--- src/sv/pid_controller_with_antiwindup_macros.svh ---
// Assertion macros for the PID controller block.
`ifndef PID_CONTROLLER_WITH_ANTIWINDUP_MACROS_SVH
`define PID_CONTROLLER_WITH_ANTIWINDUP_MACROS_SVH

// Same-cycle implication, checked on clk, off during reset.
`define PID_ASSERT_IMP(lbl, ante, cons, msg) \
  lbl: assert property (@(posedge clk) disable iff (!rst_n) (ante) |-> (cons)) else $error(msg);

// Next-cycle implication, checked on clk, off during reset.
`define PID_ASSERT_NXT(lbl, ante, cons, msg) \
  lbl: assert property (@(posedge clk) disable iff (!rst_n) (ante) |=> (cons)) else $error(msg);

`endif

--- src/sv/pid_pkg.sv ---
// Package of the PID controller: microcode types, control word ROM, register indexes.
package pid_pkg;

  localparam int PID_FRAC_BITS = 16;
  localparam int UC_STEP_W     = 3;
  localparam int CFG_IDX_W     = 3;

  // Configuration register indexes
  typedef enum logic [CFG_IDX_W-1:0] {
    REG_PROP    = 3'd0,
    REG_INTEG   = 3'd1,
    REG_DERIV   = 3'd2,
    REG_FILTER  = 3'd3,
    REG_LIM_EN  = 3'd4,
    REG_UPPER   = 3'd5,
    REG_LOWER   = 3'd6,
    REG_PERIOD  = 3'd7
  } cfg_idx_t;

  // Multiplier operand A select
  typedef enum logic [2:0] {
    MA_N, MA_P, MA_I, MA_D, MA_PER, MA_DN
  } mula_t;

  // Multiplier operand B select
  typedef enum logic [2:0] {
    MB_FILT, MB_E, MB_INTEG, MB_N, MB_DIFF
  } mulb_t;

  // Destination of the scaled, saturated product
  typedef enum logic [2:0] {
    WB_NONE, WB_T, WB_ACC_LOAD, WB_ACC_ADD, WB_DN, WB_INTEG
  } wb_t;

  // Step condition: run freely, wait for an input item, wait for output room
  typedef enum logic [1:0] {
    COND_NONE, COND_IN, COND_OUT
  } cond_t;

  typedef struct packed {
    mula_t                ma;
    mulb_t                mb;
    wb_t                  wb;
    logic                 do_diff;
    logic                 do_filt;
    logic                 do_out;
    cond_t                cond;
    logic                 jump;
    logic [UC_STEP_W-1:0] target;
  } ucw_t;

  // Control from sequencer to datapath
  typedef struct packed {
    ucw_t uc;
    logic go;
    logic busy;
  } pid_ctrl_t;

  // Control program. The product register is loaded every cycle from the
  // current step's operands; the step after reads it back.
  function automatic ucw_t uc_rom(input logic [UC_STEP_W-1:0] s);
    ucw_t w;
    w = '{ma: MA_N, mb: MB_FILT, wb: WB_NONE, do_diff: 1'b0, do_filt: 1'b0,
          do_out: 1'b0, cond: COND_NONE, jump: 1'b0, target: '0};
    case (s)
      3'd0: begin  // idle: take item, form N*filter
        w.cond = COND_IN;
      end
      3'd1: begin  // t = N*filter; start P*e
        w.wb = WB_T;  w.ma = MA_P;  w.mb = MB_E;
      end
      3'd2: begin  // acc = P*e; diff = e - t; start I*integral
        w.wb = WB_ACC_LOAD;  w.do_diff = 1'b1;  w.ma = MA_I;  w.mb = MB_INTEG;
      end
      3'd3: begin  // acc += I*integral; start D*N
        w.wb = WB_ACC_ADD;  w.ma = MA_D;  w.mb = MB_N;
      end
      3'd4: begin  // dn = D*N; start period*diff
        w.wb = WB_DN;  w.ma = MA_PER;  w.mb = MB_DIFF;
      end
      3'd5: begin  // t = period*diff; start dn*diff
        w.wb = WB_T;  w.ma = MA_DN;  w.mb = MB_DIFF;
      end
      3'd6: begin  // acc += dn*diff; filter += t; start period*e
        w.wb = WB_ACC_ADD;  w.do_filt = 1'b1;  w.ma = MA_PER;  w.mb = MB_E;
      end
      3'd7: begin  // result out, integral += period*e, back to idle
        w.wb = WB_INTEG;  w.do_out = 1'b1;  w.cond = COND_OUT;
        w.ma = MA_PER;  w.mb = MB_E;  w.jump = 1'b1;  w.target = '0;
      end
      default: begin
        w.cond = COND_IN;
      end
    endcase
    return w;
  endfunction

endpackage

--- src/sv/pid_controller_with_antiwindup.sv ---
// PID controller top level: config registers, shared multiplier datapath, output register.
// A result is registered at the program's last step, which waits for the output register to be free.
// The single shared multiplier is stepped by the control program through seven products
//   in turn, so a new item is taken only once the program has finished the previous one.
// An item is taken only while the sequencer is idle; a waiting result does not block it.
// Reset (synchronous, rst_n low) restores register defaults and clears both states.
`include "pid_controller_with_antiwindup_macros.svh"

module pid_controller_with_antiwindup
  import pid_pkg::*;
#(
  parameter int FRAC_BITS = PID_FRAC_BITS
) (
  input  logic                 clk,
  input  logic                 rst_n,
  // input item channel
  input  logic                 in_valid,
  output logic                 in_stall,
  input  logic signed [31:0]   in_error_value,
  // result item channel
  output logic                 out_valid,
  input  logic                 out_stall,
  output logic signed [31:0]   out_control_output,
  // configuration write channel
  input  logic                 cfg_valid,
  output logic                 cfg_ready,
  input  logic [CFG_IDX_W-1:0] cfg_index,
  input  logic [31:0]          cfg_data
);

  localparam logic signed [31:0] ONE_Q   = 32'(longint'(1) << FRAC_BITS);
  localparam logic [30:0]        N_RST   = 31'(longint'(100) << FRAC_BITS);
  localparam logic [16:0]        PER_RST = 17'(((longint'(1) << FRAC_BITS) + 500) / 1000);

  // Saturate helpers
  function automatic logic signed [31:0] sat66(input logic signed [65:0] v);
    logic signed [31:0] r;
    if (v[65:31] != {35{v[65]}}) begin
      r = v[65] ? 32'sh8000_0000 : 32'sh7FFF_FFFF;
    end else begin
      r = v[31:0];
    end
    return r;
  endfunction

  function automatic logic signed [31:0] sat34(input logic signed [33:0] v);
    logic signed [31:0] r;
    if (v[33:31] != {3{v[33]}}) begin
      r = v[33] ? 32'sh8000_0000 : 32'sh7FFF_FFFF;
    end else begin
      r = v[31:0];
    end
    return r;
  endfunction

  // Configuration registers
  logic signed [31:0] prop_gain_r, integ_gain_r, deriv_gain_r;
  logic        [30:0] filter_coeff_r;
  logic               limit_enable_r;
  logic signed [31:0] upper_limit_r, lower_limit_r;
  logic        [16:0] sample_period_r;

  // Datapath registers
  logic signed [31:0] e_r, t_r, diff_r, dn_r, integ_r, filt_r;
  logic signed [33:0] acc_r;
  logic signed [65:0] prod_r;
  logic signed [31:0] out_r;
  logic               out_valid_r;

  pid_ctrl_t          ctrl;
  logic               out_free;
  logic signed [32:0] mul_a, mul_b;
  logic signed [65:0] prod_sh;
  logic signed [31:0] mq;
  logic signed [31:0] raw, y;
  logic               windup;
  logic               integ_en, deriv_en;

  assign out_free = !out_valid_r || !out_stall;

  pid_useq u_useq (
    .clk      (clk),
    .rst_n    (rst_n),
    .in_valid (in_valid),
    .out_free (out_free),
    .ctrl     (ctrl)
  );

  assign in_stall  = ctrl.busy;
  assign cfg_ready = 1'b1;

  // Configuration writes
  always_ff @(posedge clk) begin
    if (!rst_n) begin
      prop_gain_r     <= ONE_Q;
      integ_gain_r    <= '0;
      deriv_gain_r    <= '0;
      filter_coeff_r  <= N_RST;
      limit_enable_r  <= 1'b0;
      upper_limit_r   <= ONE_Q;
      lower_limit_r   <= -ONE_Q;
      sample_period_r <= PER_RST;
    end else if (cfg_valid && cfg_ready) begin
      case (cfg_idx_t'(cfg_index))
        REG_PROP:   prop_gain_r     <= cfg_data;
        REG_INTEG:  integ_gain_r    <= cfg_data;
        REG_DERIV:  deriv_gain_r    <= cfg_data;
        REG_FILTER: filter_coeff_r  <= cfg_data[30:0];
        REG_LIM_EN: limit_enable_r  <= cfg_data[0];
        REG_UPPER:  upper_limit_r   <= cfg_data;
        REG_LOWER:  lower_limit_r   <= cfg_data;
        REG_PERIOD: sample_period_r <= cfg_data[16:0];
        default: ;
      endcase
    end
  end

  // Multiplier operand select
  always_comb begin
    case (ctrl.uc.ma)
      MA_N:    mul_a = {2'b00, filter_coeff_r};
      MA_P:    mul_a = {prop_gain_r[31], prop_gain_r};
      MA_I:    mul_a = {integ_gain_r[31], integ_gain_r};
      MA_D:    mul_a = {deriv_gain_r[31], deriv_gain_r};
      MA_PER:  mul_a = {16'd0, sample_period_r};
      MA_DN:   mul_a = {dn_r[31], dn_r};
      default: mul_a = '0;
    endcase
    case (ctrl.uc.mb)
      MB_FILT:  mul_b = {filt_r[31], filt_r};
      MB_E:     mul_b = {e_r[31], e_r};
      MB_INTEG: mul_b = {integ_r[31], integ_r};
      MB_N:     mul_b = {2'b00, filter_coeff_r};
      MB_DIFF:  mul_b = {diff_r[31], diff_r};
      default:  mul_b = '0;
    endcase
  end

  // Shared multiplier, product registered every cycle
  always_ff @(posedge clk) begin
    prod_r <= mul_a * mul_b;
  end

  // Scale back (floor) and saturate
  assign prod_sh = prod_r >>> FRAC_BITS;
  assign mq      = sat66(prod_sh);

  // Output forming and anti-windup decision
  assign raw = sat34(acc_r);
  always_comb begin
    y = raw;
    if (limit_enable_r) begin
      if (y < lower_limit_r) y = lower_limit_r;
      if (y > upper_limit_r) y = upper_limit_r;
    end
  end
  assign windup = limit_enable_r &&
                  ((raw > upper_limit_r && e_r > 0) || (raw < lower_limit_r && e_r < 0));
  assign integ_en = (integ_gain_r != '0);
  assign deriv_en = (deriv_gain_r != '0);

  // Datapath payload registers
  always_ff @(posedge clk) begin
    if (ctrl.go) begin
      if (ctrl.uc.cond == COND_IN) e_r <= in_error_value;
      if (ctrl.uc.do_diff) diff_r <= sat34(34'(e_r) - 34'(t_r));
      if (ctrl.uc.do_out) out_r <= y;
      case (ctrl.uc.wb)
        WB_T:        t_r   <= mq;
        WB_ACC_LOAD: acc_r <= 34'(mq);
        WB_ACC_ADD:  acc_r <= acc_r + 34'(mq);
        WB_DN:       dn_r  <= mq;
        default: ;
      endcase
    end
  end

  // Controller states
  always_ff @(posedge clk) begin
    if (!rst_n) begin
      integ_r <= '0;
      filt_r  <= '0;
    end else if (ctrl.go) begin
      if (ctrl.uc.do_filt && deriv_en) filt_r <= sat34(34'(filt_r) + 34'(t_r));
      if (ctrl.uc.wb == WB_INTEG && integ_en && !windup) begin
        integ_r <= sat34(34'(integ_r) + 34'(mq));
      end
    end
  end

  // Result item valid
  always_ff @(posedge clk) begin
    if (!rst_n) begin
      out_valid_r <= 1'b0;
    end else if (ctrl.go && ctrl.uc.do_out) begin
      out_valid_r <= 1'b1;
    end else if (!out_stall) begin
      out_valid_r <= 1'b0;
    end
  end

  assign out_valid          = out_valid_r;
  assign out_control_output = out_r;

  // Checks
  `PID_ASSERT_NXT(a_accept_starts, in_valid && !in_stall, ctrl.busy, "accepted item did not start the program")
  `PID_ASSERT_IMP(a_result_from_work, $rose(out_valid_r), $past(ctrl.busy), "result appeared without work")
  `PID_ASSERT_IMP(a_clamp_holds, $rose(out_valid_r) && limit_enable_r && (lower_limit_r <= upper_limit_r), (out_r >= lower_limit_r) && (out_r <= upper_limit_r), "clamped result outside limits")
  `PID_ASSERT_IMP(a_no_result_drop, ctrl.go && ctrl.uc.do_out && out_valid_r, !out_stall, "waiting result overwritten")

endmodule

--- src/sv/pid_useq.sv ---
// Microcode sequencer of the PID controller: step counter, control ROM, waits and jumps.
module pid_useq
  import pid_pkg::*;
(
  input  logic      clk,
  input  logic      rst_n,
  input  logic      in_valid,
  input  logic      out_free,
  output pid_ctrl_t ctrl
);

  logic [UC_STEP_W-1:0] step_r, step_nxt;
  ucw_t                 ucw;
  logic                 go;

  assign ucw = uc_rom(step_r);

  // Step executes once its wait condition is met
  always_comb begin
    case (ucw.cond)
      COND_IN:  go = in_valid;
      COND_OUT: go = out_free;
      default:  go = 1'b1;
    endcase
  end

  // Next step: hold, jump or advance
  always_comb begin
    step_nxt = step_r;
    if (go) begin
      if (ucw.jump) begin
        step_nxt = ucw.target;
      end else begin
        step_nxt = step_r + UC_STEP_W'(1);
      end
    end
  end

  always_ff @(posedge clk) begin
    if (!rst_n) begin
      step_r <= '0;
    end else begin
      step_r <= step_nxt;
    end
  end

  assign ctrl.uc   = ucw;
  assign ctrl.go   = go;
  assign ctrl.busy = (ucw.cond != COND_IN);

endmodule

--- config.mk ---
export PLATFORM = sky130hd
export DESIGN_NAME = pid_controller_with_antiwindup
export DESIGN_NICKNAME = d
export VERILOG_FILES = /design/src/sv/pid_pkg.sv /design/src/sv/pid_controller_with_antiwindup.sv /design/src/sv/pid_useq.sv
export VERILOG_INCLUDE_DIRS = /design/src /design/src/sv
export SDC_FILE = /design/constraint.sdc
export NUM_CORES = 2
export LEC_CHECK = 0
export ABC_AREA = 1
export BUFFER_PORTS_ARGS = -buffer_cell sky130_fd_sc_hd__buf_2
export CAP_MARGIN = 20
export CORE_UTILIZATION = 55
export CTS_CLUSTER_DIAMETER = 30
export CTS_CLUSTER_SIZE = 25
export DETAILED_ROUTE_END_ITERATION = 6
export PLACE_DENSITY = 0.71
export SLEW_MARGIN = 20
export SYNTH_ARGS = -nofsm -noshare
export SYNTH_HDL_FRONTEND = slang
export SYNTH_SLANG_ARGS = --single-unit
--- constraint.sdc ---
create_clock -name clk -period 13.4 [get_ports clk]
set_input_delay 0.67 -clock clk [delete_from_list [all_inputs] [get_ports clk]]
set_output_delay 0.67 -clock clk [all_outputs]
set_load 0.005 [all_outputs]
==> out/summary.json <==
{
  "grt_antenna_before_repair": 10,
  "holdBufCountCts": 0,
  "mappedNetlistNets": 10501,
  "met1_usage": 0.5022,
  "global_route.usage.met3": 0.06952,
  "post_synth_edffs": 194,
  "share_of_synthesized_registers_carrying_an_async_set_or_reset": 0,
  "synth_ff_type": "sky130_fd_sc_hd__dfxtp_1",
  "kind_of_capture_point_of_the_worst_setup_path": "register",
  "final_wirelength_um": 232100,
  "cts_tree": "built",
  "count_of_endpoints_failing_hold_in_the_final_timing_report": 0,
  "fin_skew_ns": 0.03743,
  "postSynthAreaPerCell_um2": 7.873,
  "flip_flop_count_of_the_largest_register_after_layout": 50,
  "clk_path_buf_depth": 3,
  "drt-initial-drc-count": 6261,
  "dr_total_vias": 59605,
  "post_synth_instance_area_mm2": 0.06977,
  "clock.fmax_mhz": 92.95,
  "path_class": "register to register",
  "cts.sinks": 521,
  "layout_worst_path_cycle_share": 0.8029,
  "timing_max_transition_violations_final": 0,
  "biggestRegsByFlops": "prod_r (50), acc_r (34)",
  "synth_seq_cells": 521,
  "numCtsBuffers": 98,
  "dp.final_hpwl_um": 182900,
  "areaGrowthSynthToFinish_pct": 8.504,
  "worst_slew_margin_rel": 0.2094,
  "postCtsSetupBuffers": 0,
  "synth.yosys.warnings": 0,
  "violations": "DRC",
  "timing.critical_path.from_type": "register",
  "global_placer_s_final_weighted_congestion": 1.020,
  "irDropWorstVdd_mv": 0.1656,
  "cp_slowest_cell": "sky130_fd_sc_hd__fa_2",
  "cell_area_after_placement_mm2": 0.07212,
  "place.port_buffers": 105,
  "clock_transition_at_path_regs_ns": 0.06,
  "core_area_mm2": 0.1257,
  "power_density_mw_per_mm2": 168.0,
  "tightestPinTransition_ns": 1.186,
  "setup-violations-final": 0,
  "final_period_minus_worst_setup_slack_ns": 10.76,
  "grt_pass1_wl_um": 353900,
  "overall_fraction_of_global_route_tracks_in_use": 0.3671,
  "nFillCells": 11316,
  "ys_seq_area_frac": 0.1773,
  "drt.antenna.violating_nets": 0,
  "layout-drive-gt1-share": 0.05789,
  "largest_net_degree_at_the_start_of_global_routing": 133,
  "yosys.cell_types.count": 67,
  "routed_wire_length_per_instance_um": 21.93,
  "drc_errors": 2,
  "die_h_um": 358.2,
  "grt_setup_unrepaired": "no",
  "use_met2": 0.5734,
  "rrSetupSlack_ns": 2.64,
  "design.portCount": 107,
  "clock-root-buffer": "sky130_fd_sc_hd__clkbuf_16",
  "hold_class": "primary input to register",
  "first_global_vias": 59672,
  "start_util": 0.5549,
  "via_per_inst": 5.631,
  "post_cts_resized": 0,
  "grt_overflow_total": 0,
  "drv.max_cap_violation_count": 0,
  "crit_top_cell": "sky130_fd_sc_hd__inv_1",
  "required_ns": 13.96,
  "critPathMaxFanout": 27,
  "area_of_the_die_mm2": 0.1283,
  "finish.net_count": 10485,
  "tritonroute_pass_1_iters": 7,
  "htree_levels": 3,
  "dieWidth_um": 358.2,
  "timing.setup.tns_ns": 0,
  "power.leakage_nw": 39.62,
  "cells_after_synth": 8862,
  "run_status": "finished, violations left",
  "postLayoutCellArea_mm2": 0.07570,
  "placement_rows": 130,
  "worst_skew_pair_latency_ns": 0.70,
  "critical_path_arrival_ns": 11.32,
  "global_route_hottest_layer": "met2",
  "worst_path_largest_cell_delay_ns": 0.82,
  "max_flop_register": "prod_r"
}
[Yosys cell counts, drive strengths merged, types with 117 or more instances]
| library cell | n | area share |
|---|---|---|
| a21oi | 505 | 0.036 |
| o21ai | 498 | 0.036 |
| ha | 441 | 0.079 |
| nand2 | 1966 | 0.11 |
| inv | 2076 | 0.11 |
| dfxtp | 327 | 0.094 |
| fa | 1126 | 0.32 |
| nor2 | 630 | 0.034 |
| xor2 | 117 | 0.015 |
| edfxtp | 194 | 0.084 |
| nand3 | 135 | 0.0099 |
| clkbuf | 264 | 0.014 |
[power breakdown]
| group | internal, W | total [W] | switching, W |
|---|---|---|---|
| clock network | 0.00166 | 0.00265 | 0.000987 |
| logic | 0.00259 | 0.00798 | 0.00539 |
| registers | 0.00194 | 0.00208 | 0.000144 |
| total | 0.00620 | 0.0127 | 0.00652 |
[path summary, 6_finish.rpt]
| path | start | endpoint | depth (start not counted) |
|---|---|---|---|
| worst min-delay path | in_error_value[13] | e_r[13]$_DFFE_PP_ | 1 |
| worst max-delay path | u_useq.step_r[1]$_SDFFE_PN0N_ | prod_r[59]$_DFF_P_ | 33 |
| worst max register to register | u_useq.step_r[1]$_SDFFE_PN0N_ | prod_r[59]$_DFF_P_ | 33 |
| worst min register to register | sample_period_r[7]$_SDFFE_PN0P_ | sample_period_r[7]$_SDFFE_PN0P_ | 2 |
[routing by layer]
layer	wire length (µm)	share of wire
met3	23270	0.10
met2	103900	0.45
met4	10970	0.047
met1	93940	0.40
met5	13	0.000056
[cell type report]
type	count	area (µm²)	area share
diodes	4	10.01	0.0001322
clock buffers	114	2711	0.03582
clock inverters	71	847.1	0.01119
inverters	2087	7836	0.1035
multi-input cells	5898	48300	0.6381
flip-flops and latches	521	12370	0.1634
well taps	1650	2064	0.02727
repair buffers	240	1556	0.02056
[critical path, delay by kind of cell (launching register included)]
family / cells / cell delay (ns)
DFF: 1 / 0.49
adders and majority gates: 11 / 5.12
buffers and inverters: 10 / 1.88
AOI/OAI and AO/OA: 3 / 1.17
and+or+nand+nor: 9 / 1.94
[through the flow]
step                        util  hold slack [ns]  power [W]  std cells  worst slack (ns)
after floorplan                -           0.4245   0.007212       8862             4.528
after global placement    0.5733           0.4377   0.009851      10394             2.264
after detailed placement  0.5736           0.4444   0.009948      10396             2.875
after CTS                 0.6019           0.1227    0.01263      10581             2.863
after global routing      0.6020           0.1314    0.01360      10581             2.135
final                     0.6021           0.1566    0.01272      10585             2.642
[layout by cell type (no fill, tap or decap), types with 17 or more instances in the layout]
cell,Yosys,routed
sky130_fd_sc_hd__dfxtp_1,327,327
sky130_fd_sc_hd__nand4_1,38,38
sky130_fd_sc_hd__o22ai_1,35,35
sky130_fd_sc_hd__ha_1,441,441
sky130_fd_sc_hd__inv_1,2061,2057
sky130_fd_sc_hd__a221oi_1,24,24
sky130_fd_sc_hd__inv_2,15,17
sky130_fd_sc_hd__clkbuf_16,0,105
sky130_fd_sc_hd__a21oi_1,504,503
sky130_fd_sc_hd__inv_6,0,23
sky130_fd_sc_hd__fa_1,1126,1125
sky130_fd_sc_hd__buf_4,2,133
sky130_fd_sc_hd__a21o_1,19,19
sky130_fd_sc_hd__buf_2,70,104
sky130_fd_sc_hd__o21a_1,25,25
sky130_fd_sc_hd__nand2_1,1947,1945
sky130_fd_sc_hd__nor4_1,58,49
sky130_fd_sc_hd__xnor2_1,53,53
sky130_fd_sc_hd__a31oi_1,30,30
sky130_fd_sc_hd__xor2_1,117,117
sky130_fd_sc_hd__o21ai_1,70,70
sky130_fd_sc_hd__nor3_1,52,49
sky130_fd_sc_hd__o211ai_1,27,27
sky130_fd_sc_hd__o21ai_0,419,419
sky130_fd_sc_hd__nand3_1,133,133
sky130_fd_sc_hd__edfxtp_1,194,194
sky130_fd_sc_hd__nor2_1,624,619
[kinds of logic after synthesis]
logic type / Yosys count / synth area share
simple gates: 2917 / 0.1673
other cells: 1 / 0.00005375
xor+xnor: 170 / 0.02134
buf+inv: 2443 / 0.1329
compound gates: 1243 / 0.09882
fa+ha+maj: 1567 / 0.4022
flops: 521 / 0.1773
(Power assumes the default switching activity.)
